`config.mk`:
```
export PLATFORM = sky130hd
export DESIGN_NAME = lbrl_fifo
export DESIGN_NICKNAME = d
export VERILOG_FILES = /design/src/rtl/core/lbrl_pkg.sv /design/src/rtl/core/lbrl_fifo.sv
export SDC_FILE = /design/constraint.sdc
export NUM_CORES = 1
export LEC_CHECK = 0
export BUFFER_PORTS_ARGS = -buffer_cell sky130_fd_sc_hd__clkbuf_2
export CORE_MARGIN = 2
export CORE_UTILIZATION = 47
export CTS_BUF_LIST = sky130_fd_sc_hd__clkbuf_16
export DETAILED_ROUTE_END_ITERATION = 6
export PLACE_DENSITY = 0.76
export SETUP_SLACK_MARGIN = 0.2
export SYNTH_ARGS = -nofsm -noshare
export SYNTH_HDL_FRONTEND = slang
export SYNTH_SLANG_ARGS = --single-unit
```
`constraint.sdc`:
```
create_clock -name clk -period 5 [get_ports clk]
set_input_delay 1.25 -clock clk [delete_from_list [all_inputs] [get_ports clk]]
set_output_delay 1.25 -clock clk [all_outputs]
set_load 0.03 [all_outputs]
```
`src/rtl/core/lbrl_pkg.sv`:
```
`timescale 1ns / 1ps
// ----------------------------------------------------------------------------
// Leaky bucket rate limiter package
// Shared types and constants for the limiter front, queue, divider and back.
// ----------------------------------------------------------------------------
package lbrl_pkg;

	// nanounits per unit and nanoseconds per second
	localparam logic [29:0] NANO_PER_UNIT = 30'd1000000000;
	localparam logic [29:0] NS_MAX        = 30'd999999999;
	// floor(2^61 / 1e9): quotient estimate from bits [59:29] of a dividend
	localparam logic [31:0] RECIP_NS      = 32'd2305843009;
	// decimal scaling of the nanosecond part of the wait
	localparam logic [16:0] SCALE_HI      = 17'd100000;
	localparam logic [13:0] SCALE_LO      = 14'd10000;
	// radix-2 divider steps
	localparam int          DIV_STEPS     = 64;

	// configuration register indexes
	localparam logic CFG_DRAIN_RATE = 1'b0;
	localparam logic CFG_CAPACITY   = 1'b1;

	typedef struct packed {
		logic [39:0] drain_rate;
		logic [63:0] bucket_capacity;
	} cfg_t;

	// queued item: time as seconds plus nanoseconds below one second
	typedef struct packed {
		logic [32:0] t_secs;
		logic [29:0] t_ns;
		logic [31:0] submit;
	} item_t;

	typedef struct packed {
		logic        start;
		logic [63:0] dividend;
		logic [39:0] divisor;
	} div_req_t;

	typedef struct packed {
		logic        done;
		logic [63:0] quot;
		logic [39:0] rem;
	} div_rsp_t;

endpackage

```
`src/rtl/core/lbrl_fifo.sv`:
```
`timescale 1ns / 1ps
// ----------------------------------------------------------------------------
// Limiter item queue
// Two-entry queue between the accepting front and the processing back.
// ----------------------------------------------------------------------------
module lbrl_fifo
	import lbrl_pkg::*;
(
	input  logic  clk,
	input  logic  arst_n,
	input  logic  wr_en,
	input  item_t wr_data,
	input  logic  rd_en,
	output item_t rd_data,
	output logic  full,
	output logic  empty
);

	item_t      mem_q [2];
	logic       wr_ptr_q;
	logic       rd_ptr_q;
	logic [1:0] count_q;

	assign full    = (count_q == 2'd2);
	assign empty   = (count_q == 2'd0);
	assign rd_data = mem_q[rd_ptr_q];

	// storage
	always_ff @(posedge clk) begin
		if (wr_en) begin
			mem_q[wr_ptr_q] <= wr_data;
		end
	end

	// pointers and fill count
	always_ff @(posedge clk or negedge arst_n) begin
		if (!arst_n) begin
			wr_ptr_q <= 1'b0;
			rd_ptr_q <= 1'b0;
			count_q  <= 2'd0;
		end else begin
			if (wr_en) wr_ptr_q <= ~wr_ptr_q;
			if (rd_en) rd_ptr_q <= ~rd_ptr_q;
			if (wr_en && !rd_en) count_q <= count_q + 2'd1;
			else if (rd_en && !wr_en) count_q <= count_q - 2'd1;
		end
	end

endmodule

```
# [Word level (Yosys, flattened, before mapping)]
# Memories as Yosys holds them, arrays and structs flattened.
# Cells that the tools add are included.
[classes] addsub=2 mul=0 div_mod_pow=0 order_cmp=0 eq_ne=1 shift=0 n_mux=4 bitwise_logic=2 reduce_logical=6
[op_table] cell="2-to-1 mux 2 bit" n=2
[op_table] cell="adder 2 x 1 -> 2 bit, second input constant" n=1
[op_table] cell="== test 2 bit, second input constant" n=1
[op_table] cell="logical AND 1 bit" n=2
[op_table] cell="logical NOT 1 bit" n=2
[op_table] cell="logical NOT 2 bit" n=1
[op_table] cell="2-to-1 mux 1 bit" n=2
[op_table] cell="NOT 1 bit" n=2
[op_table] cell="nonzero test 2 bit" n=1
[op_table] cell="subtractor 2 x 1 -> 2 bit, second input constant" n=1
[word_totals] reg_bits=4 latchBits=0 ram_bits=190 romBits=0 out_inout_bits=97 wordCells=19 n_memories=1
[mem_list] name="mem_q" depth=2 word_bits=95 read_ports=1 rd_clocked_by_memory_dff=0 write_ports=1 line_no="lbrl_fifo.sv:19" source="item_t mem_q [2];"

# [Logic depth before layout (Yosys ltp)]
[logic_depth] word_depth=4 depth_mapped=5 mapped_depth_nobuf=5

# [Worst setup path before layout]
# OpenSTA, ideal clock, no wires.
[synth_path] path_type="input to register" start="input wr_en" end="memory mem_q[0][0] in the netlist's numbering (enable)" t_arrival_ns=5.389 path_slack_ns=-0.949 cell_stages=1 path_cell_list="nor2b_1"
[synth_between] elab_chain_len=2
[synth_lines] element="start: declaration" line_no="lbrl_fifo.sv:11" source="input logic wr_en,"
[synth_lines] element="2-to-1 mux 1 bit" line_no="lbrl_fifo.sv:30" source="if (wr_en) begin"
[synth_lines] element="2-to-1 mux 1 bit (implied by the code)" line_no="lbrl_fifo.sv:31" source="mem_q[wr_ptr_q] <= wr_data;"
[synth_lines] element="end: declaration" line_no="lbrl_fifo.sv:19"
# No other way between the ends.

==> reports/metrics.cfg <==
[run_status]
outcome = complete, no violations

[timing]
grt_setup_unrepaired = no
period_share_pct = 71.92
worst_pin_slew_ns = 1.008
fin_skew_ns = 0.005751
finalHoldViolCount = 0
slew_violations = 0
finalSetupTns_ns = 0
finalCriticalPeriod_ns = 3.596
max-slew-margin-rel_pct = 32.82
clock.fmax_mhz = 278.1
finalSetupViolations = 0

[global_routing]
grtUsageMet2_pct = 27.34
grt_pass1_vias = 3757
use_met1_pct = 16.41
top_usage_layer = met2
antenna_found_initial = 0
grt_pass1_wl_um = 18710
grt_start_max_net_pins = 75
grt.total_usage_pct = 15.39
grt_overflow = 0
grt_use_met3_pct = 5.801

[setup_path]
cp.depth = 3
required_ns = 3.75
cpPeakStageDelay_ns = 0.95
worstSetupEndpointType = primary output
critPathTopFamily = flip-flops
crit_start = rd_ptr_q
r2r_slack_ns = 3.03
r2r_cells = 2
cpMaxStageDelayCell = dfrtp_4
cp-start-kind = flip-flop
critical_path_class = reg -> out
crit-reg2reg-capture = mem_q[1][71]
worstPathMaxFanout = 54
r2r-start = wr_ptr_q
crit_buf_inv = 2
cp.arrival_ns = 2.35
critical_path.endpoint = rd_data[28]
path_cells = buf_12, mux2_2, clkbuf_2

[clock_network]
cts-hold-fix-buffers = 0
cts_buffer_depth = 2
cts.sinks = 194
h-tree-depth = 4
clk_latency_ns = 0.42
ctsResizeCount = 0
cts_buffers = 17
clk_pin_slew_ns = 0.06
cts_tree = yes
clockRootBuffer = clkbuf_16
post_cts_buffers = 0

[yosys]
yosysTopAreaCell = edfxtp_1
yosysMostFrequentCell = edfxtp_1
syn_inst = 312
synth_nets = 412
synthArstFlopShare_pct = 2.062
post_synth_main_area_contributors = edfxtp_1 (79%), mux2_2 (8.6%), mux2_4 (8.3%)
synth_seq_cells = 194
synthFlopType = edfxtp_1
yosysTopAreaCellShare_pct = 78.77
synth-seq-area-share_pct = 80.15
synth_area_um2 = 7243
yosysWarnings = 0
ys_types = 15
synth_edf_count = 190
synth_commonest_cells = edfxtp_1 (190), mux2_2 (55), mux2_4 (40), buf_2 (5)
avgSynthCellArea_um2 = 23.22

[routing]
routed_via_density = 4.890
routed-via-count = 3526
drc = 0
drt_iter0_drc = 182
drt-total-wl_um = 12190
ant_nets = 0
wl_per_cell_um = 16.91
first_pass_iters = 4

[final_layout]
nets = 620
regArea_um2 = 5809
drive_gt1_share_pct = 60.60
n_fill_cell = 1140
area_growth_pct = 22.75
diodes = 0
multi_input_area_um2 = 1313
fin_area_um2 = 8891

[die]
fp.coreArea_um2 = 15150
ioPinCount = 196
die_w_um = 128.1
dieArea_um2 = 16420
start_util_pct = 47.82
rows = 45
die_h_um = 128.1

[worst_hold_path]
hold_path.class = reg -> reg

[place]
dp_hpwl_um = 8216
place_area_um2 = 8387
io_buffers = 195
place_congestion = 0.7136

[pwr]
p_per_area_nw_per_um2 = 606.4
peakVddDrop_mv = 0.3258
leakage_nw = 3.525
p_total_mw = 5.392

[job]
maxCapViolCount = 0

## worst min path at each step
stage,start,endpoint,cells past startpoint
after floorplan,count_q[1],count_q[1],1
after global placement,count_q[1],count_q[1],1
after detailed placement,count_q[1],count_q[1],1
after CTS,count_q[1],count_q[1],1
after global routing,count_q[1],count_q[1],1
final,count_q[1],count_q[1],1
## sequential cells by signal (all words and copies together), names as in the netlist
register / flops
rd_ptr_q: 1
wr_ptr_q: 1
mem_q: 190
count_q: 2
## power breakdown
part / switching [mW] / total, mW / internal (mW)
Clock: 0.540 / 1.16 / 0.621
Combinational: 1.18 / 1.90 / 0.715
Sequential: 0.172 / 2.33 / 2.16
## cell type report
type | instances | area share (%)
inverters | 1 | 0.04222
clock buffers | 17 | 4.785
repair buffers | 200 | 11.54
well taps | 188 | 2.646
multi-input cells | 106 | 14.76
flip-flops and latches | 194 | 65.34
clock inverters | 15 | 0.8866
## kinds of logic after synthesis
family / count (synthesis) / share of synthesized area (%)
xor+xnor: 5 / 0.6046
fa+ha+maj: 1 / 0.1727
buf+inv: 12 / 1.865
flops: 194 / 80.15
mux: 95 / 16.84
simple gates: 5 / 0.3628
## cells in the final DEF, fill, tap and decap left out
cell type,instances
and2_4,1
buf_12,1
buf_4,4
clkbuf_16,17
clkbuf_2,195
clkinv_1,3
clkinv_2,4
clkinvlp_4,2
dfrtp_1,3
dfrtp_4,1
edfxtp_1,190
ha_1,1
inv_1,5
inv_6,2
mux2_2,55
mux2_4,40
nor2_1,2
nor2b_1,1
nor2b_4,1
xnor2_1,1
xor2_1,4
## worst reg2reg max path, stage by stage, from the launching register on
cell and delay [ns]:
dfrtp_1 0.43, and2_4 0.85, buf_4 0.38
## through the flow
stage	hold WS, ns	setup slack, ns	cells	util [%]
after global placement	0.4717	1.835	689	55.37
after floorplan	0.4563	0.8329	312	-
after global routing	0.5024	1.263	721	58.70
after detailed placement	0.4751	1.825	689	55.37
final	0.4853	1.404	721	58.70
after CTS	0.4874	1.354	721	58.70
## layer usage
| metal | share of wire (%) | wire [um] | vias up |
|---|---|---|---|
| met1 | 39 | 4720 | 1720 |
| met3 | 7.4 | 900 | 14 |
| met4 | 1.4 | 174 | 0 |
| met5 | 0 | 0 | - |
| met2 | 52 | 6395 | 139 |
| li1 | - | - | 1653 |
(Power assumes the default switching activity.)
