==> src/rtl/core/lbrl_pkg.sv <==
`timescale 1ns / 1ps
// ----------------------------------------------------------------------------
// Leaky bucket rate limiter package
// Shared types and constants for the limiter front, queue, divider and back.
// ----------------------------------------------------------------------------
package lbrl_pkg;

	// nanounits per unit and nanoseconds per second
	localparam logic [29:0] NANO_PER_UNIT = 30'd1000000000;
	localparam logic [29:0] NS_MAX        = 30'd999999999;
	// floor(2^61 / 1e9): quotient estimate from bits [59:29] of a dividend
	localparam logic [31:0] RECIP_NS      = 32'd2305843009;
	// decimal scaling of the nanosecond part of the wait
	localparam logic [16:0] SCALE_HI      = 17'd100000;
	localparam logic [13:0] SCALE_LO      = 14'd10000;
	// radix-2 divider steps
	localparam int          DIV_STEPS     = 64;

	// configuration register indexes
	localparam logic CFG_DRAIN_RATE = 1'b0;
	localparam logic CFG_CAPACITY   = 1'b1;

	typedef struct packed {
		logic [39:0] drain_rate;
		logic [63:0] bucket_capacity;
	} cfg_t;

	// queued item: time as seconds plus nanoseconds below one second
	typedef struct packed {
		logic [32:0] t_secs;
		logic [29:0] t_ns;
		logic [31:0] submit;
	} item_t;

	typedef struct packed {
		logic        start;
		logic [63:0] dividend;
		logic [39:0] divisor;
	} div_req_t;

	typedef struct packed {
		logic        done;
		logic [63:0] quot;
		logic [39:0] rem;
	} div_rsp_t;

endpackage

==> src/rtl/core/lbrl_intf.sv <==
`timescale 1ns / 1ps
// ----------------------------------------------------------------------------
// Leaky bucket rate limiter channels
// Input, result and configuration channels with valid/ready handshakes.
// ----------------------------------------------------------------------------
interface lbrl_in_if;
	logic        valid;
	logic        ready;
	logic [31:0] now_seconds;
	logic [29:0] now_nanoseconds;
	logic [31:0] submit_units;

	modport source(output valid, now_seconds, now_nanoseconds, submit_units, input ready);
	modport sink(input valid, now_seconds, now_nanoseconds, submit_units, output ready);
endinterface


==> src/rtl/core/lbrl_front.sv <==
`timescale 1ns / 1ps
// ----------------------------------------------------------------------------
// Limiter front
// Accepts input transactions and normalizes the timestamp.
// ----------------------------------------------------------------------------
module lbrl_front
	import lbrl_pkg::*;
(
	lbrl_in_if.sink in_item,
	input  logic    q_full,
	output logic    q_wr_en,
	output item_t   q_wr_data
);

	logic ns_wrap;

	assign in_item.ready = !q_full;
	assign q_wr_en       = in_item.valid && !q_full;

	// an oversized nanosecond field carries one second
	assign ns_wrap          = (in_item.now_nanoseconds >= NANO_PER_UNIT);
	assign q_wr_data.t_secs = {1'b0, in_item.now_seconds} + 33'(ns_wrap);
	assign q_wr_data.t_ns   = ns_wrap ? in_item.now_nanoseconds - NANO_PER_UNIT
		: in_item.now_nanoseconds;
	assign q_wr_data.submit = in_item.submit_units;

endmodule

==> src/flat_wrapper.sv <==
// flat-port wrapper written by rule: the top's interface ports become plain ports
module lbrl_front_flat import lbrl_pkg::*;
  (q_full, q_wr_en, q_wr_data, in_item_valid, in_item_now_seconds, in_item_now_nanoseconds, in_item_submit_units, in_item_ready);
  lbrl_in_if in_item_i ();
  input  logic q_full;
  output logic q_wr_en;
  output item_t q_wr_data;
  input wire logic [$bits(in_item_i.valid)-1:0] in_item_valid;
  input wire logic [$bits(in_item_i.now_seconds)-1:0] in_item_now_seconds;
  input wire logic [$bits(in_item_i.now_nanoseconds)-1:0] in_item_now_nanoseconds;
  input wire logic [$bits(in_item_i.submit_units)-1:0] in_item_submit_units;
  output wire logic [$bits(in_item_i.ready)-1:0] in_item_ready;
  assign in_item_i.valid = in_item_valid;
  assign in_item_i.now_seconds = in_item_now_seconds;
  assign in_item_i.now_nanoseconds = in_item_now_nanoseconds;
  assign in_item_i.submit_units = in_item_submit_units;
  assign in_item_ready = in_item_i.ready;
  lbrl_front u_core (.in_item(in_item_i), .q_full(q_full), .q_wr_en(q_wr_en), .q_wr_data(q_wr_data));
endmodule
==> config.mk <==
export PLATFORM = sky130hd
export DESIGN_NAME = lbrl_front_flat
export DESIGN_NICKNAME = d
export VERILOG_FILES = /design/src/rtl/core/lbrl_pkg.sv /design/src/rtl/core/lbrl_intf.sv /design/src/rtl/core/lbrl_front.sv /design/src/flat_wrapper.sv
export SDC_FILE = /design/constraint.sdc
export NUM_CORES = 1
export LEC_CHECK = 0
export ABC_AREA = 1
export BUFFER_PORTS_ARGS = -buffer_cell sky130_fd_sc_hd__buf_2
export CAP_MARGIN = 15
export CORE_MARGIN = 2
export CORE_UTILIZATION = 35
export DETAILED_ROUTE_END_ITERATION = 10
export PLACE_DENSITY = 0.77
export SYNTH_ARGS = -nofsm -noshare
export SYNTH_HDL_FRONTEND = slang
export SYNTH_SLANG_ARGS = --single-unit
==> constraint.sdc <==
create_clock -name vclk -period 2.5
set_input_delay 0.25 -clock vclk [all_inputs]
set_output_delay 0.25 -clock vclk [all_outputs]
set_load 0.01 [all_outputs]
Yosys cells after proc, flatten, opt, wreduce, memory -nomap -nowiden:

Index checks and enable logic that the tools add are counted.

* register bits: 0
* latch bits: 0
* RAM bits: 0
* memory bits (read-only): 0
* input port bits: 96
* output and inout bits: 97
* word-level logic and storage cells: 6
* memories: 0

* add/sub/neg operators: 2
* multipliers: 0
* divide/modulo/power cells: 0
* $lt $le $gt $ge: 1
* equality and inequality tests: 0
* shift operators: 0
* muxes and demuxes: 1
* bitwise logic cells: 0
* reductions and logical operators: 2

Operators with widths (count)
* $add 32x1->33: 1
* $ge 30x30->1 const B: 1
* $mux 30: 1
* $sub 30x30->30 const B: 1
* $logic_and 1x1->1: 1
* $logic_not 1->1: 1

Logic depth before layout (Yosys ltp):

Gate-level depths: netlist (run 1).

* depth in word-level cells: 2
* mapped depth: 16
* gate-level depth less buffers: 15

Least setup slack after synthesis (run 1):

OpenSTA, ideal clock, no wires.

* path kind: input -> output
* start: input port in_item_now_nanoseconds[18]
* end: output port q_wr_data[91] (netlist bit)
* arrival time: 2.089 ns
* required time: 2.250 ns
* path slack: 0.161 ns
* stages on the path: 15
* cell sequence: inv_2 > nand2_1 > inv_2 > nand2_1 > nor2_4 > nand3_4 > nand3_4 > buf_6 > ha_1 > inv_1 > nor2_4 > nand2_1 > nor3b_1 > nand2_1 > xnor2_1

RTL lines
* from (decl): line flat_wrapper.sv:10 `input wire logic [$bits(in_item_i.now_nanoseconds)-1:0] in_item_now_nanoseconds;`
* to (decl): line flat_wrapper.sv:7 `output item_t q_wr_data;`

==> results of run 1 <==
## area by class of cell
cell class	count	area [sq um]	share of cell area
repair buffers	131	705.7	0.2695
well taps	72	90.09	0.03440
multi-input cells	295	1647	0.6288
inverters	47	176.4	0.06737
## report_power, final
group | total (mW) | internal, mW | switching [mW]
Sequential | 0 | 0 | 0
Combinational | 0.340 | 0.135 | 0.205
Clock | 0 | 0 | 0
Total | 0.340 | 0.135 | 0.205
## worst paths after layout
path / start / end / slack, ns / cells after the start
max: in_item_now_nanoseconds[20] / q_wr_data[84] / 0.10 / 14
min: in_item_submit_units[14] / q_wr_data[14] / 0.50 / 0
## layer usage
metal	global-route usage	share of wire	routed length [microns]
met5	0	0	0
met4	0.03729	0.015	101
met3	0.04607	0.094	623
met2	0.3467	0.50	3328
met1	0.2080	0.39	2582
## Yosys cell counts (2+ instances only)
cell | number | share of area
nand4_1 | 11 | 0.034
ha_1 | 3 | 0.018
nor3_1 | 14 | 0.034
nand3_4 | 2 | 0.017
buf_6 | 3 | 0.017
o21ai_2 | 2 | 0.0086
nand3b_1 | 4 | 0.015
xor2_1 | 20 | 0.086
xnor2_1 | 13 | 0.056
nor2_1 | 39 | 0.072
inv_1 | 42 | 0.077
nand2_2 | 2 | 0.0061
a21oi_1 | 5 | 0.012
nor2_4 | 5 | 0.028
nand3_1 | 34 | 0.084
buf_4 | 41 | 0.15
nand2_1 | 129 | 0.24
o21ai_1 | 4 | 0.0098
nor2_2 | 3 | 0.0092
inv_2 | 5 | 0.0092
## timing repair
item | CTS | global route
resized for setup | 0 | 32
buffers inserted | 0 | 3
endpoints found under the setup margin | 0 | 19
## cells in the final DEF, fill, tap and decap left out, types with 11 or more instances in the layout
cell     count
buf_4       20
nand4_1     11
xnor2_1     13
nand2_1    124
nand3_1     29
nor2_1      34
buf_2      111
xor2_1      20
inv_1       40
## kinds of logic (layout without fill, tap and decap cells)
group / Yosys count / in the layout / share of synthesized area
AO/OA/AOI/OAI: 14 / 14 / 0.04054
XOR/XNOR: 33 / 33 / 0.1419
adder cells (fa/ha/maj): 3 / 3 / 0.01843
buffers and inverters: 91 / 178 / 0.2543
AND/OR/NAND/NOR: 245 / 245 / 0.5448
## worst max-delay path: cells and delay by family
family	cells	cell delay, ns
fa+ha+maj	1	0.17
xor+xnor	1	0.15
simple gates	9	1.25
buf+inv	3	0.33
==> impl_metrics.py, run 1 <==
metrics = {
    "run_status": {
        "status": "finished, final reports clean",
    },
    "layout": {
        "nets": 574,
        "n_antenna_cell": 0,
        "n_fill_cell": 602,
        "design.seq.count": 0,
        "syn2layout_area_growth_pct": 28.56,
        "layout-drive-gt1-share": 0.3700,
        "num-clock-buffers": 0,
        "instances_no_fill": 545,
        "utilization": 0.4698,
        "ff_latch_area_sq_um": 0,
        "fin_area_sq_mm": 0.002619,
    },
    "power": {
        "peakVddDrop_uv": 70.80,
        "power.density_mw_per_mm2": 129.9,
        "p_leak_nw": 1.448,
        "fin_total_pwr_uw": 340.2,
    },
    "sta": {
        "worstMarginPinSlew_ns": 0.4432,
        "slew_headroom": 0.7023,
        "fmaxAchievable_ghz": 0.4171,
        "final-setup-viol-count": 0,
        "whs_ns": 0.5000,
        "drv_slew": 0,
        "hold_violations": 0,
        "setup_ws_ns": 0.1024,
        "setup_tns_ns": 0,
        "min_period_over_period": 0.9590,
        "min_period_ns": 2.398,
    },
    "grt": {
        "gr-total-overflow": 0,
        "first_global_vias": 2435,
        "grt_pass1_wl_microns": 9998,
        "grt_max_degree": 35,
        "grt_usage": 0.1844,
        "grt_antenna_before_repair": 0,
    },
    "route": {
        "ant_nets": 0,
        "vias": 2734,
        "remaining_drc_errors": 0,
        "drt_pass1_iterations": 4,
        "wl_per_cell_microns": 12.17,
        "drtIter0Drc": 80,
        "wirelength_microns": 6635,
        "drt-vias-per-instance": 5.017,
    },
    "place": {
        "dp_hpwl_microns": 5461,
        "post-place-ws_ns": 0.02244,
        "placed_area_sq_mm": 0.002469,
        "gp_congestion": 0.9163,
        "io_buffers": 111,
        "place_inst": 542,
    },
    "logic_synthesis": {
        "seq_area_frac_synth": 0,
        "synth_cell_types": 25,
        "yosysWarnings": 0,
        "postSynthAreaPerCell_sq_um": 5.277,
        "synthesis.nets": 485,
        "netlist_area_sq_mm": 0.002037,
        "netlist_instances": 386,
    },
    "worst_setup_path": {
        "slowest_stage": "nor3_4",
        "startpoint_type": "input pin",
        "cpPeakStageDelay_ns": 0.23,
        "arrival_ns": 2.15,
        "path_cells": "buf_2, inv_2, nor2_4, nand2_2, nor2_4, nand3_4, nand3_4, ha_1, nand2_1, nor2_4, nand3_2, nor3_4, xor2_1, buf_2",
        "required_ns": 2.25,
        "cp-end-kind": "output port",
        "crit_path_frequent_cell": "nor2_4",
        "cp_max_fo": 4,
        "critPathKind": "input pin to output port",
    },
    "run": {
        "drv_cap": 0,
    },
    "floorplanning": {
        "die_x_microns": 80.29,
        "core_sq_mm": 0.005574,
        "initial_core_util": 0.3654,
        "pin_count": 193,
        "rows": 27,
        "dieArea_sq_mm": 0.006446,
        "die_y_microns": 80.29,
    },
    "clock_tree": {
        "postCtsHoldBufs": 0,
    },
    "worst_hold_path": {
        "hold_path_class": "input pin to output port",
    },
}
(Power assumes the default switching activity.)
==> inputs of run 2 (changes only) <==
--- a/config.mk
+++ b/config.mk
@@ -7,4 +7,5 @@
 export LEC_CHECK = 0
 export ABC_AREA = 1
+export ABC_CLOCK_PERIOD_IN_PS = 2500
 export BUFFER_PORTS_ARGS = -buffer_cell sky130_fd_sc_hd__buf_2
 export CAP_MARGIN = 15
==> constraint.sdc (replaced) <==
create_clock -name vclk -period 2.5
set_input_delay 0.375 -clock vclk [all_inputs]
set_output_delay 0.375 -clock vclk [all_outputs]
set_load 0.01 [all_outputs]
==> run 2 against run 1 <==
Against the previous run:
- global-route usage rose by 2.7 points
- via count up 5.7%
- the flow now finishes with violations (setup timing)
- sequential share of layout area unchanged
- total power grew 17%
- critical path depth increased by 2
- flip-flop and latch count unchanged
- count of clock-buffer cells in the layout stayed put
- non-clock buffer count up 45
- worst hold slack better by 0.25 ns
- final cell count increased by 8.3%
- maximum frequency decreased by 4.9%
- combinational power grew 17%
==> impl_metrics.py, run 2 (same netlist as run 1, synthesis figures left out) <==
metrics = {
    "run_status": {
        "status": "finished with violations",
        "violations": "setup timing",
    },
    "layout": {
        "ff_latch_area_sq_um": 0,
        "design.seq.count": 0,
        "n_fill_cell": 520,
        "nets": 619,
        "n_antenna_cell": 0,
        "syn2layout_area_growth_pct": 54.42,
        "final_common_cell": "nand2_1",
        "num-clock-buffers": 0,
        "layout-drive-gt1-share": 0.4595,
        "instances_no_fill": 590,
        "fin_area_sq_mm": 0.003146,
        "final_cell_mix": "nand2_1, buf_2, buf_4",
        "utilization": 0.5643,
        "multi_input_area_sq_mm": 0.001765,
    },
    "worst_setup_path": {
        "slowest_stage": "xnor2_1",
        "cp-end-kind": "output port",
        "required_ns": 2.12,
        "arrival_ns": 2.14,
        "crit_path_frequent_cell": "nor2_4",
        "cpPeakStageDelay_ns": 0.18,
        "path_cells": "buf_4, inv_2, nor2_4, nand2_2, nor2_4, nand3_4, nand3_4, ha_4, inv_4, nor2_4, nand2_4, nor2_4, buf_6, nand4_1, xnor2_1, buf_2",
        "crit_family": "simple AND/OR/NAND/NOR gates",
        "cp_max_fo": 4,
        "startpoint_type": "input pin",
        "critPathKind": "input pin to output port",
        "path_buf_inv": 5,
    },
    "power": {
        "p_leak_nw": 1.759,
        "switching_share": 0.5581,
        "peakVddDrop_uv": 79.06,
        "fin_total_pwr_uw": 397.2,
        "power_frac_clock": 0,
        "combPwrFrac": 1.000,
        "p_seq_frac": 0,
        "intPower_uw": 175.5,
        "power.density_mw_per_mm2": 126.3,
        "switchingPower_uw": 221.7,
    },
    "grt": {
        "grt_usage": 0.2115,
        "grt_max_degree": 35,
        "grt_pass1_wl_microns": 11530,
        "gr-total-overflow": 0,
        "grt_antenna_before_repair": 0,
        "first_global_vias": 2697,
    },
    "floorplanning": {
        "pin_count": 193,
        "dieArea_sq_mm": 0.006446,
        "die_x_microns": 80.29,
        "initial_core_util": 0.3654,
        "rows": 27,
        "die_y_microns": 80.29,
        "core_sq_mm": 0.005574,
    },
    "sta": {
        "min_period_ns": 2.520,
        "slew_headroom": 0.7044,
        "worstMarginPinSlew_ns": 0.4401,
        "final-setup-viol-count": 4,
        "setup_tns_ns": -0.04279,
        "min_period_over_period": 1.008,
        "hold_violations": 0,
        "setup_ws_ns": -0.01991,
        "rsz0062_at_grt": "yes",
        "fmaxAchievable_ghz": 0.3968,
        "drv_slew": 0,
    },
    "route": {
        "wirelength_microns": 7137,
        "vias": 2890,
        "wl_per_cell_microns": 12.10,
        "route.met2.wl_microns": 3700,
        "drt-vias-per-instance": 4.898,
        "wl_met3_microns": 577,
        "m1WireLength_microns": 2742,
        "ant_nets": 0,
        "top_layer": "met4",
        "drt_pass1_iterations": 4,
        "remaining_drc_errors": 0,
        "drtIter0Drc": 69,
    },
    "worst_hold_path": {
        "min_to": "q_wr_data[11]",
        "holdCritStartpoint": "in_item_submit_units[11]",
        "whs_path_depth": 0,
        "hold_path_class": "input pin to output port",
    },
    "run": {
        "drv_cap": 0,
    },
    "place": {
        "placed_area_sq_mm": 0.002716,
        "io_buffers": 111,
        "place_inst": 571,
        "gp_congestion": 0.8876,
        "dp_hpwl_microns": 5688,
    },
    "clock_tree": {
        "postCtsHoldBufs": 0,
    },
}
## run 2: routing by layer
metal | global-route usage | vias up
met3 | 0.04045 | 14
met5 | 0 | -
met4 | 0.03390 | 0
met1 | 0.2368 | 1294
met2 | 0.4133 | 143
li1 | - | 1439
## run 2: timing repair
action	in CTS	in global routing
gates cloned	0	0
setup endpoints to repair	19	27
setup buffers	9	10
pin swaps	16	32
gates resized for setup	28	48
## run 2: power groups by stage
stage	combinational, mW	clock (mW)	sequential [mW]
2_1_floorplan	0.237	0	0
4_1_cts	0.366	0	0
5_1_grt	0.438	0	0
6_report	0.397	0	0
3_5_place_dp	0.354	0	0
3_3_place_gp	0.349	0	0
## run 2: metrics by stage
| stage | worst slack, ns | hold slack (ns) |
|---|---|---|
| 6_report | -0.01991 | 0.7500 |
| 5_1_grt | -0.1358 | 0.7500 |
| 4_1_cts | 0.001574 | 0.7501 |
| 3_5_place_dp | -0.1428 | 0.7501 |
| 3_3_place_gp | -0.06222 | 0.7501 |
| 2_1_floorplan | -0.03320 | 0.7935 |
## run 2: how the worst max path moves through the flow
stage                                            from       endpoint  depth (start not counted)
after floorplan           in_item_now_nanoseconds[18]  q_wr_data[91]                         15
after global placement    in_item_now_nanoseconds[20]  q_wr_data[89]                         15
after detailed placement  in_item_now_nanoseconds[20]  q_wr_data[75]                         15
after CTS                 in_item_now_nanoseconds[18]  q_wr_data[78]                         16
after global routing      in_item_now_nanoseconds[17]  q_wr_data[83]                         16
final                     in_item_now_nanoseconds[17]  q_wr_data[83]                         16
## run 2: area by class of cell
| cell class | instances | area share |
|---|---|---|
| multi-input combinational | 295 | 0.5613 |
| timing repair buffer | 176 | 0.3492 |
| inverter | 47 | 0.06086 |
| tap | 72 | 0.02864 |
==> inputs of run 3 (changes only) <==
- GPL_TIMING_DRIVEN: default -> 0
- SETUP_SLACK_MARGIN: default -> 0.02
==> run 3 against run 2 <==
Against the previous run:
- the run still ends with setup timing left
- worst setup slack better by 0.013 ns
- worst hold slack better by 0.18 ns
- maximum frequency is 0.50% higher
- utilization up 9.0 points
- via count grew 9.7%
- first-iteration DRC count is 39% higher
- die area unchanged
- critical path type unchanged
==> impl_metrics.py, run 3 (same netlist as run 1, synthesis figures left out) <==
metrics = {
    "place": {
        "dp_hpwl_microns": 5966,
        "place_inst": 610,
        "io_buffers": 152,
        "gp_congestion": 0.8842,
    },
    "worst_setup_path": {
        "worstSetupStartpoint": "in_item_now_nanoseconds[21]",
        "cp-end-kind": "output port",
        "critPathKind": "input pin to output port",
        "crit_path_frequent_cell": "nor2_4",
        "arrival_ns": 2.13,
        "path_cells": "buf_6, nor2_4, nand2_4, nor2_4, nand3_4, nand3_4, ha_4, inv_2, nor2_4, buf_4, buf_4, inv_1, nor3_2, xor2_1, buf_2",
        "slowest_stage": "xor2_1",
        "required_ns": 2.12,
        "startpoint_type": "input pin",
        "cp_max_fo": 5,
        "crit_end": "q_wr_data[81]",
        "cpPeakStageDelay_ns": 0.20,
    },
    "route": {
        "wl_per_cell_microns": 12.05,
        "ant_nets": 0,
        "drt-vias-per-instance": 4.846,
        "wirelength_microns": 7883,
        "drtIter0Drc": 96,
        "remaining_drc_errors": 0,
        "drt_pass1_iterations": 4,
        "vias": 3169,
    },
    "layout": {
        "multi_input_area_sq_mm": 0.001823,
        "nets": 683,
        "n_fill_cell": 522,
        "design.seq.count": 0,
        "layout-drive-gt1-share": 0.5344,
        "n_antenna_cell": 0,
        "final_cell_mix": "buf_2, nand2_1, buf_4",
        "instances_no_fill": 654,
        "ff_latch_area_sq_um": 0,
        "utilization": 0.6539,
        "num-clock-buffers": 0,
        "final_common_cell": "buf_2",
        "syn2layout_area_growth_pct": 78.93,
    },
    "run_status": {
        "violations": "setup timing",
        "status": "finished with violations",
    },
    "worst_hold_path": {
        "hold_path_class": "input pin to output port",
    },
    "sta": {
        "final-setup-viol-count": 3,
        "fmaxAchievable_ghz": 0.3988,
        "slew_headroom": 0.7004,
        "whs_ns": 0.9333,
        "drv_slew": 0,
        "min_period_over_period": 1.003,
        "hold_violations": 0,
        "setup_ws_ns": -0.007310,
        "min_period_ns": 2.507,
        "worstMarginPinSlew_ns": 0.4459,
        "rsz0062_at_grt": "yes",
    },
    "floorplanning": {
        "core_sq_mm": 0.005574,
        "rows": 27,
        "dieArea_sq_mm": 0.006446,
        "die_y_microns": 80.29,
        "die_x_microns": 80.29,
        "pin_count": 193,
        "initial_core_util": 0.3654,
    },
    "power": {
        "peakVddDrop_uv": 92.64,
        "fin_total_pwr_uw": 510.6,
        "power.density_mw_per_mm2": 140.1,
        "p_leak_nw": 2.081,
    },
    "grt": {
        "grt_pass1_wl_microns": 11390,
        "grt_usage": 0.2112,
        "first_global_vias": 2650,
        "gr-total-overflow": 0,
        "grt_antenna_before_repair": 0,
        "grt_max_degree": 11,
    },
    "run": {
        "drv_cap": 0,
    },
    "clock_tree": {
        "postCtsHoldBufs": 0,
    },
}
-- run 3: layer usage --
layer	wire, microns	vias up	GRT usage
met5	0	-	0
li1	-	1573	-
met3	538	6	0.01011
met2	4371	147	0.4375
met1	2923	1443	0.2382
met4	51	0	0.02542
-- run 3: what timing repair did --
action                                  in CTS  in global routing
setup buffers                               36                 10
resized for setup                           67                 45
pin swaps                                   30                 32
endpoints found under the hold margin        0                  0
endpoints found under the setup margin      30                 30
-- run 3: how the worst min path moves through the flow --
stage / start / endpoint / slack [ns] / cells after the start
final: in_item_submit_units[18] / q_wr_data[18] / 0.93 / 2
after global routing: in_item_now_nanoseconds[6] / q_wr_data[38] / 0.94 / 2
after CTS: in_item_submit_units[0] / q_wr_data[0] / 0.93 / 2
after detailed placement: in_item_submit_units[18] / q_wr_data[18] / 0.93 / 2
after global placement: in_item_submit_units[1] / q_wr_data[1] / 0.93 / 2
after floorplan: q_full / in_item_ready / 0.79 / 1
-- run 3: final cells by class --
class / instances / share of cell area
multi-input cells: 295 / 0.5002
well taps: 72 / 0.02472
inverters: 47 / 0.05252
plain buffers: 43 / 0.09063
repair buffers: 197 / 0.3320
-- run 3: stage by stage --
step	setup WS (ns)	TNS, ns	area, sq um
final	-0.007310	-0.01627	3645
after global routing	-0.1706	-1.580	3645
after CTS	-0.07094	-0.6150	3437
after detailed placement	-0.6194	-10.71	2923
after global placement	-0.6179	-10.68	2923
after floorplan	-0.03320	-0.06020	2072
-- run 3: power by group --
| group | internal [mW] | switching [mW] |
|---|---|---|
| Combinational | 0.244 | 0.266 |
| Sequential | 0 | 0 |
| Clock | 0 | 0 |
-- run 3: critical path: cells and delay by family --
kind	cells	cell delay [ns]
xor gates and xnor gates	1	0.20
adders and majority gates	1	0.13
buffers and inverters	6	0.59
and+or+nand+nor	7	0.83
