File: src/rtl/core/lbrl_pkg.sv
`timescale 1ns / 1ps
// ----------------------------------------------------------------------------
// Leaky bucket rate limiter package
// Shared types and constants for the limiter front, queue, divider and back.
// ----------------------------------------------------------------------------
package lbrl_pkg;

	// nanounits per unit and nanoseconds per second
	localparam logic [29:0] NANO_PER_UNIT = 30'd1000000000;
	localparam logic [29:0] NS_MAX        = 30'd999999999;
	// floor(2^61 / 1e9): quotient estimate from bits [59:29] of a dividend
	localparam logic [31:0] RECIP_NS      = 32'd2305843009;
	// decimal scaling of the nanosecond part of the wait
	localparam logic [16:0] SCALE_HI      = 17'd100000;
	localparam logic [13:0] SCALE_LO      = 14'd10000;
	// radix-2 divider steps
	localparam int          DIV_STEPS     = 64;

	// configuration register indexes
	localparam logic CFG_DRAIN_RATE = 1'b0;
	localparam logic CFG_CAPACITY   = 1'b1;

	typedef struct packed {
		logic [39:0] drain_rate;
		logic [63:0] bucket_capacity;
	} cfg_t;

	// queued item: time as seconds plus nanoseconds below one second
	typedef struct packed {
		logic [32:0] t_secs;
		logic [29:0] t_ns;
		logic [31:0] submit;
	} item_t;

	typedef struct packed {
		logic        start;
		logic [63:0] dividend;
		logic [39:0] divisor;
	} div_req_t;

	typedef struct packed {
		logic        done;
		logic [63:0] quot;
		logic [39:0] rem;
	} div_rsp_t;

endpackage

File: src/rtl/core/lbrl_div.sv
`timescale 1ns / 1ps
// ----------------------------------------------------------------------------
// Limiter divider
// Shared restoring radix-2 divider, 64-bit dividend by 40-bit divisor.
// ----------------------------------------------------------------------------
module lbrl_div
	import lbrl_pkg::*;
(
	input  logic     clk,
	input  logic     arst_n,
	input  div_req_t req,
	output div_rsp_t rsp
);

	logic [39:0] rem_q;
	logic [63:0] quot_q;
	logic [39:0] div_q;
	logic [5:0]  cnt_q;
	logic        busy_q;
	logic        done_q;
	logic [40:0] shifted;
	logic [40:0] diff;
	logic        ge;

	// one quotient bit per cycle
	assign shifted = {rem_q, quot_q[63]};
	assign diff    = shifted - {1'b0, div_q};
	assign ge      = (shifted >= {1'b0, div_q});

	assign rsp.done = done_q;
	assign rsp.quot = quot_q;
	assign rsp.rem  = rem_q;

	always_ff @(posedge clk or negedge arst_n) begin
		if (!arst_n) begin
			busy_q <= 1'b0;
			done_q <= 1'b0;
			cnt_q  <= '0;
		end else begin
			done_q <= 1'b0;
			if (req.start) begin
				busy_q <= 1'b1;
				cnt_q  <= '0;
			end else if (busy_q) begin
				cnt_q <= cnt_q + 6'd1;
				if (cnt_q == 6'(DIV_STEPS - 1)) begin
					busy_q <= 1'b0;
					done_q <= 1'b1;
				end
			end
		end
	end

	// datapath
	always_ff @(posedge clk) begin
		if (req.start) begin
			rem_q  <= '0;
			quot_q <= req.dividend;
			div_q  <= req.divisor;
		end else if (busy_q) begin
			rem_q  <= ge ? diff[39:0] : shifted[39:0];
			quot_q <= {quot_q[62:0], ge};
		end
	end

endmodule

File: config.mk
export PLATFORM = sky130hd
export DESIGN_NAME = lbrl_div
export DESIGN_NICKNAME = d
export VERILOG_FILES = /design/src/rtl/core/lbrl_pkg.sv /design/src/rtl/core/lbrl_div.sv
export SDC_FILE = /design/constraint.sdc
export NUM_CORES = 1
export LEC_CHECK = 0
export BUFFER_PORTS_ARGS = -buffer_cell sky130_fd_sc_hd__buf_2
export CORE_MARGIN = 10
export CORE_UTILIZATION = 35
export DETAILED_ROUTE_END_ITERATION = 10
export SYNTH_ARGS = -nofsm -noshare
export SYNTH_HDL_FRONTEND = slang
export SYNTH_SLANG_ARGS = --single-unit
File: constraint.sdc
create_clock -name clk -period 8.2 [get_ports clk]
set_input_delay 0.82 -clock clk [delete_from_list [all_inputs] [get_ports clk]]
set_output_delay 0.82 -clock clk [all_outputs]
set_load 0.1 [all_outputs]
# Word-level counts from Yosys, hierarchy flattened
# Index checks and enable logic that the tools add are counted.
dict set report word_totals {
  word_cells 22
  regBits 152
  out_inout_bits 105
}
dict set report classes {
  magnitude_cmp 1
  addsub 2
  n_reduce_logical 1
  eq_ne 1
  muxes 11
}
# op n
set op_table {}
lappend op_table {{$mux W64} 2}
lappend op_table {{$ge A41 B40 Y1} 1}
lappend op_table {{$mux W40} 1}
lappend op_table {{$sub A40 B40 Y40} 1}
lappend op_table {{$mux W6} 2}
lappend op_table {{$add A6 B1 Y6 const B} 1}
lappend op_table {{$eq A6 B6 Y1 const B} 1}
lappend op_table {{$mux W1} 6}
lappend op_table {{$reduce_bool A2 Y1} 1}

# Logic depth before layout (Yosys ltp)
# Gate-level depths: netlist of the first run.
dict set report depth {
  word_depth 4
  ltp_mapped 14
  depth_no_buf 12
}

# Worst setup path before layout of the first run
# OpenSTA, ideal clock, no wires.
dict set report synth_path {
  path_kind {reg-to-reg}
  start {reg rem_q[10]}
  end {reg rem_q[27]}
  required_ns 8.084
  stages_incl_launch_ff 13
  slack_ns 4.655
  arrival_time_ns 3.429
  synth_period_minus_slack_ns 3.545
  setup_ns 0.116
  cell_sequence {dfxtp_1 -> ha_1 -> buf_2 -> nand4_1 -> or4_1 -> a211o_1 -> o211a_2 -> nand2_2 -> a31oi_4 -> o211a_4 -> buf_6 -> a41o_1 -> a31o_1}
}
dict set report synth_via {
  elab_chain_len 2
  word_cells_on_any_way 3
}
# item line_no
set synth_lines {}
lappend synth_lines {{start, declared} lbrl_div.sv:15} ;# logic [39:0] rem_q;
lappend synth_lines {{start signal, assigned} lbrl_div.sv:61} ;# rem_q <= ge ? diff[39:0] : shifted[39:0];
lappend synth_lines {{$sub A40 B40 Y40 or $ge A41 B40 Y1 (tied branches)} {lbrl_div.sv:27, lbrl_div.sv:28}}
lappend synth_lines {{$mux W40 *} lbrl_div.sv:61}
# Mark *: on every way between the ends. The rest lies on a longest branch, timed or not.
# A chain may end at the register's enable or synchronous reset.

# Worst setup path after layout of the first run
dict set report layout_path {
  start {reg div_q[11]}
  end {reg rem_q[3]}
}
dict set report layout_via {
  elab_chain_len 2
}
# item line_no
set layout_lines {}
lappend layout_lines {{start, declared} lbrl_div.sv:17} ;# logic [39:0] div_q;
lappend layout_lines {{start signal, assigned} lbrl_div.sv:59} ;# div_q <= req.divisor;
lappend layout_lines {{$ge A41 B40 Y1} lbrl_div.sv:28} ;# assign ge = (shifted >= {1'b0, div_q});
lappend layout_lines {{$mux W40} lbrl_div.sv:61}
# No other way between the ends.

==> results of run 1 <==
-- how the worst max path moves through the flow --
stage / end / slack [ps] / startpoint
after floorplan: rem_q[27] / 4660 / rem_q[10]
after global placement: rem_q[3] / 4630 / div_q[11]
after detailed placement: rem_q[3] / 4530 / div_q[11]
after CTS: rem_q[3] / 4500 / div_q[11]
after global routing: rem_q[9] / 4250 / div_q[15]
final: rem_q[3] / 4520 / div_q[11]
-- logic make-up (layout without fill, tap and decap cells) --
family | Yosys count | count (layout) | share of synthesized area, %
AOI/OAI and AO/OA | 184 | 184 | 15.3
muxes | 67 | 67 | 8.88
xor gates and xnor gates | 38 | 38 | 3.91
buffers and inverters | 95 | 301 | 4.81
other | 0 | 2 | 0
and+or+nand+nor | 230 | 230 | 12.3
adders and majority gates | 42 | 42 | 6.26
DFF | 152 | 152 | 48.5
-- layer usage --
metal  track usage (%)  wire length [um]  up-vias
met5                 0                45        -
met1              19.4             10600     3257
met4              3.60               188        6
met2              26.7             11900      243
li1                  -                 -     3368
met3              7.33              2540       17
-- stage by stage --
step                setup WS (ps)  utilization, %  hold WS [ps]  cells
floorplan                    4660               -           513    808
global placement             4630            40.7           494   1306
detailed placement           4530            40.7           502   1306
CTS                          4500            43.2           198   1338
global route                 4250            43.2           204   1338
finish                       4520            43.2           210   1340
-- flip-flops by register name, indices dropped and copies added (netlist names) --
register and flops:
done_q 1, busy_q 1, rem_q 40, div_q 40, cnt_q 6, quot_q 64
-- synth_stat cells (3+ instances only) --
master    instances  share of area (%)
and2_1            5               0.37
a211oi_1          6               0.53
nor3_1            9               0.53
dfxtp_1          40                9.4
o21ai_0          30                1.8
o21ai_1           5               0.29
or4_1             3               0.26
buf_1             4               0.18
o31a_1            3               0.31
dfrtp_1           8                2.4
or3_1             3               0.22
o21a_1            6               0.53
o21bai_1          7               0.62
mux2_2           64                8.5
nor3b_1           6               0.53
nor4_1            6               0.44
inv_1            52                2.3
a21oi_1          47                2.8
buf_2             9               0.53
nand2_1          91                4.0
nand3_1          15               0.88
and3_1            4               0.29
a21o_1           12                1.1
nand2b_1          5               0.37
xor2_1           13                1.3
nor2_1           59                2.6
nor2b_1           7               0.51
clkbuf_1         24                1.1
a31oi_1           5               0.37
ha_1             41                6.0
nand4_1          12               0.88
a32oi_1           5               0.51
edfxtp_1        104                 37
a311oi_1         24                2.5
buf_6             5               0.66
xnor2_1          25                2.6
o31ai_1           4               0.35
-- worst register-to-register path: cells and delay by family, from the launching register on --
family	cells	cell delay, ps
buffers and inverters	1	40
and+or+nand+nor	4	1080
adders and majority gates	1	410
DFF	1	320
AOI/OAI and AO/OA	5	1750
-- power breakdown --
group / leakage (nW) / internal (mW) / switching [mW] / total [mW]
combinational: 2.76 / 0.499 / 1.49 / 1.99
clock: 0.295 / 0.413 / 0.392 / 0.805
sequential: 1.50 / 0.957 / 0.111 / 1.07
-- layout make-up --
class                           instances  share of cell area, %
Antenna cell                            2                 0.0480
Clock buffer                           17                   4.08
Clock inverter                         15                   1.68
Inverter                               52                   1.87
Multi-Input combinational cell        561                   38.2
Sequential cell                       152                   39.6
Tap cell                              324                   3.89
Timing Repair Buffer                  217                   10.6
==> key figures, run 1 <==
Run status
  • Outcome: finished clean

Min path
  • HP Class: in2async

Place
  • PortBufs: between 200 and 250
  • Gp weighted congestion: ~0.87
  • Post-DP HPWL: around 19000 um
  • Dpl cell area: roughly 9800 um2

Yosys
  • Post-synth cell types: 70
  • Synth Cell Area: between 8000 and 9000 um2
  • Post-synth ARST share: approximately 5.3%
  • Seq/Total Area, Yosys: 48.5%
  • Register bit total from synthesis: between 150 and 200
  • Post-synth EDFFs: about 100
  • Mean Syn Cell Area: approximately 11 um2
  • Mapped Cells: approximately 810
  • Main synth FF type: edfxtp_1
  • Post-synth net total: 957
  • Yosys warnings: 0

GRT
  • Grt ovf: 0
  • Total track usage: 16.3%
  • Largest net degree at the start of global routing: 70
  • Initial antenna violation count: 5
  • Vias in the first global route: 7182
  • First-pass GRT wire length: roughly 40000 um

Worst setup path
  • Largest delay contributor family on the critical path: compound AO/OA/AOI/OAI gates
  • R2R setup slack: between 4000 and 5000 ps
  • Worst Path Max Fanout: 37
  • R2R Path End: rem_q[3]
  • Worst path bufs/invs: 1
  • R2R cell count: 11
  • Data arrival, critical path: roughly 4000 ps
  • Crit. path cell count: 11
  • Worst r2r src: div_q[11]
  • Slowest cell on crit path: o211ai_4
  • Worst path max stage delay: 880 ps
  • Worst setup SP type: flip-flop
  • CP required: approximately 8500 ps
  • Setup CP Type: reg2reg
  • CP Capture Type: flip-flop
  • Crit path cell chain: inv_1 -> ha_1 -> nand4_1 -> or4_1 -> a211o_1 -> o211a_2 -> nand2_2 -> a31oi_4 -> o211ai_4 -> nand3_1 -> a311oi_1

Route
  • # DRC: 0
  • Wire length per cell: roughly 19 um
  • Final ANT Viol Nets: 0
  • Total Wirelength: 25300 um
  • Vias: 6891
  • Vias/cell: roughly 5.1
  • Drt pass-1 iters: 4
  • 1st-iter DRT viols: roughly 420

Clock network
  • CTS Sinks: 152
  • CTS tree: built
  • CTS Root Cell: clkbuf_16
  • Worst-path clk slew: 80 ps
  • CTS buffer count: 17
  • Longest Clk Path Bufs: 2
  • H-tree levels: 4
  • Post-CTS Hold Buffers: 0
  • Resize count post-CTS: 0
  • Postcts setup bufs: 0
  • Clk Latency, worst-skew pair: roughly 430 ps

Floorplanning
  • Initial Util: between 30% and 40%
  • Std-Cell Rows: 57
  • Die height: ~180 um
  • Core area: roughly 24000 um2
  • Die X-Extent: 176 um
  • Full die area: between 30000 and 40000 um2
  • Number of top-level pins: between 200 and 250

Pwr
  • Overall power: a little under 4 mW
  • Pwr dens: between 300 and 400 nW/um2
  • Worst VDD drop: about 170 uV
  • Lkg Pwr: around 4.6 nW

Finish
  • Multi-input logic area: 3980 um2
  • Most frequent cells in the layout: buf_2, edfxtp_1, nand2_1
  • Final instance area: 10400 um2
  • Area grow syn2layout: 22.4%
  • Reg area: between 4000 and 5000 um2
  • Share of layout cells above drive strength 1: ~32%
  • # fillers: between 2000 and 2500
  • Final #Nets: roughly 1200
  • Most common cell after layout, fill and taps aside: buf_2

Job
  • MaxCap Viol Count: 0

STA
  • Clk_skew: ~16 ps
  • Hold Vio Cnt, Final: 0
  • Fmax: roughly 270 MHz
  • Final Cycle Share: between 40% and 50%
  • Max-slew headroom: between 20% and 30%
  • Unrepaired setup endpoints after global routing: false
  • Setup TNS Final: 0 ps
  • Minimum clock period: between 3000 and 4000 ps
  • Least-Margin Pin Slew: roughly 1100 ps
  • Setup violators final: 0
  • Max-slew violations: 0
Note: power is estimated with default switching activity, not from simulation.
==> run 2: changes to the inputs <==
==> constraint.sdc (replaced) <==
create_clock -name clk -period 3.27 [get_ports clk]
set_input_delay 0.327 -clock clk [delete_from_list [all_inputs] [get_ports clk]]
set_output_delay 0.327 -clock clk [all_outputs]
set_load 0.1 [all_outputs]
==> run 2 against run 1 <==
Clock power up 150%. Cell count up 2.1%. Sequential cell count unchanged. Sequential share of layout area down 0.70 points. Design area up 2.8%. Core utilization up 1.2 points. Register-to-register slack worse by 4300 ps. Combinational power rose to 2.6 times the previous value. Via count up 0.36%. Global-route usage up 0.33 points. Maximum frequency up 20%.
==> key figures, run 2 (same netlist as run 1, synthesis figures left out) <==
STA
  • Clk_skew: 17.0 ps (+1.00 ps)
  • Max-slew violations: 0 (unchanged)
  • Setup TNS Final: 0 ps (unchanged)
  • Least-Margin Pin Slew: 867 ps (-200 ps)
  • Max-slew headroom: 42.2% (+14 points)
  • Final Cycle Share: 94.2% (+49 points)
  • Fmax: 325 MHz (+20%)
  • Minimum clock period: 3080 ps (-605 ps)
  • Setup violators final: 0 (unchanged)
  • Hold Vio Cnt, Final: 0 (unchanged)
  • Setup WS post-layout: 191 ps (-4330 ps)

Route
  • Drt pass-1 iters: 5 (+1)
  • # DRC: 0 (unchanged)
  • Total Wirelength: 25900 um (+2.4%)
  • Vias: 6916 (+0.36%)
  • Wire length per cell: 18.9 um (+0.26%)
  • Vias/cell: 5.06 (-1.7%)
  • Final ANT Viol Nets: 0 (unchanged)
  • 1st-iter DRT viols: 431 (+3.4%)

GRT
  • Largest net degree at the start of global routing: 68 (-2.9%)
  • Initial antenna violation count: 3 (-2)
  • First-pass GRT wire length: 40800 um (+1.1%)
  • Vias in the first global route: 7311 (+1.8%)
  • Total track usage: 16.6% (+0.33 points)
  • Grt ovf: 0 (unchanged)

Place
  • Post-DP HPWL: 19800 um (+4.0%)
  • Gp weighted congestion: 0.914 (+5.2%)
  • PortBufs: 211 (unchanged)
  • Place WS: 138 ps (-4390 ps)
  • Placed cells: 1334 (+2.1%)

Worst setup path
  • Data arrival, critical path: 3440 ps (-580 ps)
  • Setup CP Type: reg2reg
  • Worst setup SP type: flip-flop
  • Worst Path Max Fanout: 10 (-73%)
  • CP required: 3630 ps (-4910 ps)
  • CP Capture Type: flip-flop

Run status
  • Outcome: finished clean

Finish
  • Most frequent cells in the layout: buf_2, edfxtp_1, nand2_1
  • Diodes inserted: 0 (-2)
  • Regs by FF count: quot_q x64, div_q x40, rem_q x40
  • Final #Nets: 1180 (+2.6%)
  • Biggest register: quot_q
  • Area grow syn2layout: 25.8%
  • Final cell count without fillers: 1368 (+2.1%)
  • Most common cell after layout, fill and taps aside: buf_2
  • Fin util: 44.4% (+1.2 points)
  • Share of layout cells above drive strength 1: 37.7% (+5.3 points)
  • Max reg flops: 64 (unchanged)

Pwr
  • Overall power: 9.93 mW (+160%)
  • Lkg Pwr: 4.70 nW (+3.1%)
  • Pwr dens: 928 nW/um2 (+150%)
  • Worst VDD drop: 486 uV (+180%)

Job
  • MaxCap Viol Count: 0 (unchanged)

Floorplanning
  • Std-Cell Rows: 57 (unchanged)
  • Core area: 24100 um2 (unchanged)
  • Initial Util: 35.3% (unchanged)
  • Die height: 176 um (unchanged)
  • Number of top-level pins: 212 (unchanged)
  • Die X-Extent: 176 um (unchanged)
  • Full die area: 31000 um2 (unchanged)

Clock network
  • Clk Latency, worst-skew pair: 440 ps (about the same)
  • Worst-path clk slew: 80 ps (about the same)
  • CTS Sinks: 152 (unchanged)
  • Longest Clk Path Bufs: 2 (unchanged)
  • CTS tree: built
  • H-tree levels: 4 (unchanged)
  • CTS Root Cell: clkbuf_16
  • CTS buffer count: 17 (unchanged)

Min path
  • HP Class: in2reg
## run 2: worst max-delay path, cell delays in order (launching register included)
cell and delay, ps:
edfxtp_1 330, inv_1 40, ha_1 390, nand3_1 150, or4_1 580, a211o_1 250
o211a_2 140, nand2_2 130, a31oi_4 140, o211a_4 330, mux2_4 320, a211oi_2 200
## run 2: through the flow
step,hold slack [ps],instance area (um2)
after floorplan,31.4,8550
after global placement,186,10100
after detailed placement,184,10100
after CTS,41.6,10700
after global routing,45.2,10700
final,60.0,10700
## run 2: power breakdown
| group | internal [mW] | leakage (nW) | switching, mW | total (mW) |
|---|---|---|---|---|
| Sequential | 2.43 | 1.51 | 0.289 | 2.72 |
| Clock | 1.09 | 0.282 | 0.911 | 2.00 |
| Combinational | 1.44 | 2.90 | 3.77 | 5.21 |
| Total | 4.96 | 4.70 | 4.97 | 9.93 |
## run 2: what timing repair did
item | in CTS | in global routing
endpoints found under the setup margin | 0 | 37
hold buffers | 1 | 0
hold endpoints to repair | 8 | 0
setup buffers | 0 | 1
resized for setup | 0 | 8
## run 2: final timing paths
path	from	endpoint	slack, ps	cells after the start
setup reg to reg	div_q[20]	rem_q[0]	190	11
hold reg to reg	rem_q[10]	rem_q[11]	490	2
setup / recovery	div_q[20]	rem_q[0]	190	11
min in group asynchronous	arst_n	cnt_q[0]	300	2
hold / removal	req[3]	div_q[3]	60	1
max in group asynchronous	arst_n	busy_q	2780	2
## run 2: layer usage
metal	track usage [%]	share of wire [%]	up-vias
li1	-	-	3409
met1	19.3	42	3257
met2	27.1	46	217
met3	7.56	9.5	27
met4	5.16	1.7	6
met5	0	0.13	-
## run 2: layout make-up
cell class	instances	area (um2)
Tap cell	324	405
Inverter	52	195
Sequential cell	152	4160
Multi-Input combinational cell	561	4000
Fill cell	2408	13400
Timing Repair Buffer	247	1350
Clock buffer	18	429
Clock inverter	14	154
==> run 3: changes to the inputs <==
--- a/config.mk
+++ b/config.mk
@@ -5,10 +5,10 @@
 export SDC_FILE = /design/constraint.sdc
 export NUM_CORES = 1
 export LEC_CHECK = 0
-export BUFFER_PORTS_ARGS = -buffer_cell sky130_fd_sc_hd__buf_2
 export CORE_MARGIN = 10
 export CORE_UTILIZATION = 35
 export DETAILED_ROUTE_END_ITERATION = 10
+export DONT_BUFFER_PORTS = 1
 export SYNTH_ARGS = -nofsm -noshare
 export SYNTH_HDL_FRONTEND = slang
 export SYNTH_SLANG_ARGS = --single-unit
==> run 3 against run 2 <==
Sequential power grew 22%. Hold slack lost 37 ps. Setup slack lost 1.9 ps. Total power grew 1.4%.
==> key figures, run 3 (same netlist as run 1, synthesis figures left out) <==
STA
  • Setup violators final: 0 (unchanged)
  • Fmax: 325 MHz (about the same)
  • Hold Vio Cnt, Final: 0 (unchanged)
  • Worst hold slack: 23.0 ps (-36.9 ps)
  • Max-slew violations: 0 (unchanged)
  • Max-slew headroom: 31.0% (-11 points)
  • Minimum clock period: 3080 ps (+1.95 ps)
  • Clk_skew: 16.5 ps (-0.479 ps)
  • Least-Margin Pin Slew: 1040 ps (+169 ps)
  • Final Cycle Share: 94.2% (about the same)

Clock network
  • CTS Root Cell: clkbuf_16
  • CTS buffer count: 17 (unchanged)
  • CTS tree: built
  • Clk Latency, worst-skew pair: 440 ps (about the same)
  • Worst-path clk slew: 70 ps (about the same)
  • CTS Sinks: 152 (unchanged)
  • H-tree levels: 4 (unchanged)
  • Longest Clk Path Bufs: 2 (unchanged)

Finish
  • Final instance area: 10400 um2 (-2.6%)
  • Max reg flops: 64 (unchanged)
  • Regs by FF count: quot_q x64, div_q x40, rem_q x40
  • Share of layout cells above drive strength 1: 24.7% (-13 points)
  • Biggest register: quot_q
  • Most common cell after layout, fill and taps aside: edfxtp_1
  • Most frequent cells in the layout: edfxtp_1, nand2_1, buf_4
  • # fillers: 2417 (+0.37%)
  • Final #Nets: 1056 (-11%)
  • Area grow syn2layout: 22.5%

Floorplanning
  • Die X-Extent: 176 um (unchanged)
  • Core area: 24100 um2 (unchanged)
  • Number of top-level pins: 212 (unchanged)
  • Full die area: 31000 um2 (unchanged)
  • Initial Util: 35.3% (unchanged)
  • Std-Cell Rows: 57 (unchanged)
  • Die height: 176 um (unchanged)

Worst setup path
  • CP required: 3600 ps (-30 ps)
  • Worst Path Max Fanout: 13 (+3)
  • Data arrival, critical path: 3410 ps (-30 ps)
  • R2R cell count: 12 (+1)
  • R2R setup slack: 190 ps (about the same)
  • CP Capture Type: flip-flop
  • Crit path launch: div_q[20]
  • R2R Path End: rem_q[12]
  • Setup CP Type: reg2reg
  • Worst setup SP type: flip-flop
  • Worst r2r src: div_q[20]

Place
  • Dpl cell area: 9320 um2 (-7.5%)
  • Post-DP HPWL: 19200 um (-3.1%)
  • Gp weighted congestion: 0.934 (+2.2%)
  • PortBufs: 0 (-100%)

Pwr
  • Pwr dens: 966 nW/um2 (+4.1%)
  • Worst VDD drop: 398 uV (-18%)
  • Overall power: 10.1 mW (+1.4%)
  • Lkg Pwr: 4.23 nW (-9.9%)

Route
  • Final ANT Viol Nets: 0 (unchanged)
  • Vias/cell: 5.30 (+4.8%)
  • Total Wirelength: 26200 um (+1.4%)
  • Vias: 6598 (-4.6%)
  • Drt pass-1 iters: 4 (-1)
  • 1st-iter DRT viols: 388 (-10%)
  • Wire length per cell: 21.1 um (+11%)
  • # DRC: 0 (unchanged)

Job
  • MaxCap Viol Count: 0 (unchanged)

GRT
  • Grt ovf: 0 (unchanged)
  • First-pass GRT wire length: 40400 um (-1.1%)
  • Largest net degree at the start of global routing: 110 (+62%)
  • Total track usage: 16.8% (+0.10 points)
  • Initial antenna violation count: 4 (+1)
  • Vias in the first global route: 6907 (-5.5%)

Run status
  • Outcome: finished clean

Min path
  • Worst hold endpoint: div_q[17]
  • Hold Path Depth: 0 (-1)
  • HP Class: in2reg
  • Hold wc startpoint: req[104]
==> run 3: per-stage QoR <==
| stage | utilization (%) | std cells | setup slack (ps) | TNS, ps |
|---|---|---|---|---|
| 2_1_floorplan | - | 808 | 7.75 | 0 |
| 3_3_place_gp | 38.6 | 1165 | 180 | 0 |
| 3_5_place_dp | 38.6 | 1165 | 79.8 | 0 |
| 4_1_cts | 43.0 | 1241 | 71.3 | 0 |
| 5_1_grt | 43.3 | 1245 | -20.1 | -45.7 |
| 6_report | 43.3 | 1245 | 189 | 0 |
==> run 3: how the worst max path moves through the flow <==
| stage | endpoint | slack (ps) | cells after the start |
|---|---|---|---|
| 2_1_floorplan | rem_q[20] | 8 | 12 |
| 3_3_place_gp | rem_q[39] | 180 | 11 |
| 3_5_place_dp | rem_q[38] | 80 | 13 |
| 4_1_cts | rem_q[38] | 70 | 13 |
| 5_1_grt | rem_q[12] | -20 | 12 |
| 6_report | rem_q[12] | 190 | 12 |
==> run 3: final cells by class <==
type | count | area, um2 | area share (%)
Antenna cell | 1 | 2.50 | 0.0240
Clock buffer | 18 | 429 | 4.12
Clock inverter | 14 | 178 | 1.70
Inverter | 52 | 195 | 1.87
Multi-Input combinational cell | 561 | 4000 | 38.3
Sequential cell | 152 | 4160 | 39.9
Tap cell | 324 | 405 | 3.89
Timing Repair Buffer | 123 | 1050 | 10.1
==> run 3: power by group <==
group	internal (mW)	switching, mW	total (mW)
combinational	1.50	3.16	4.66
clock	1.16	0.918	2.08
sequential	2.43	0.895	3.33
total	5.09	4.97	10.1
==> run 3: repair_timing <==
item | in CTS | in global routing
hold buffers | 44 | 0
setup endpoints to repair | 0 | 30
buffers inserted | 0 | 3
endpoints found under the hold margin | 78 | 0
resized for setup | 0 | 8
==> run 3: per-layer routing <==
metal / up-vias / global-route usage, % / wire [um]
met2: 252 / 28.1 / 12500
met5: - / 0 / 12
li1: 3162 / - / -
met1: 3156 / 18.7 / 10500
met4: 2 / 4.42 / 352
met3: 26 / 8.09 / 2910
==> run 3: worst max-delay path, cell delays in order (launching register included) <==
cell	delay [ps]
edfxtp_1	370
inv_1	70
ha_2	310
a21oi_1	220
o21ai_0	190
a31o_2	270
o21ai_0	190
nand2_2	160
a31oi_4	300
o211a_4	310
buf_4	250
nand2_1	70
a311oi_1	280
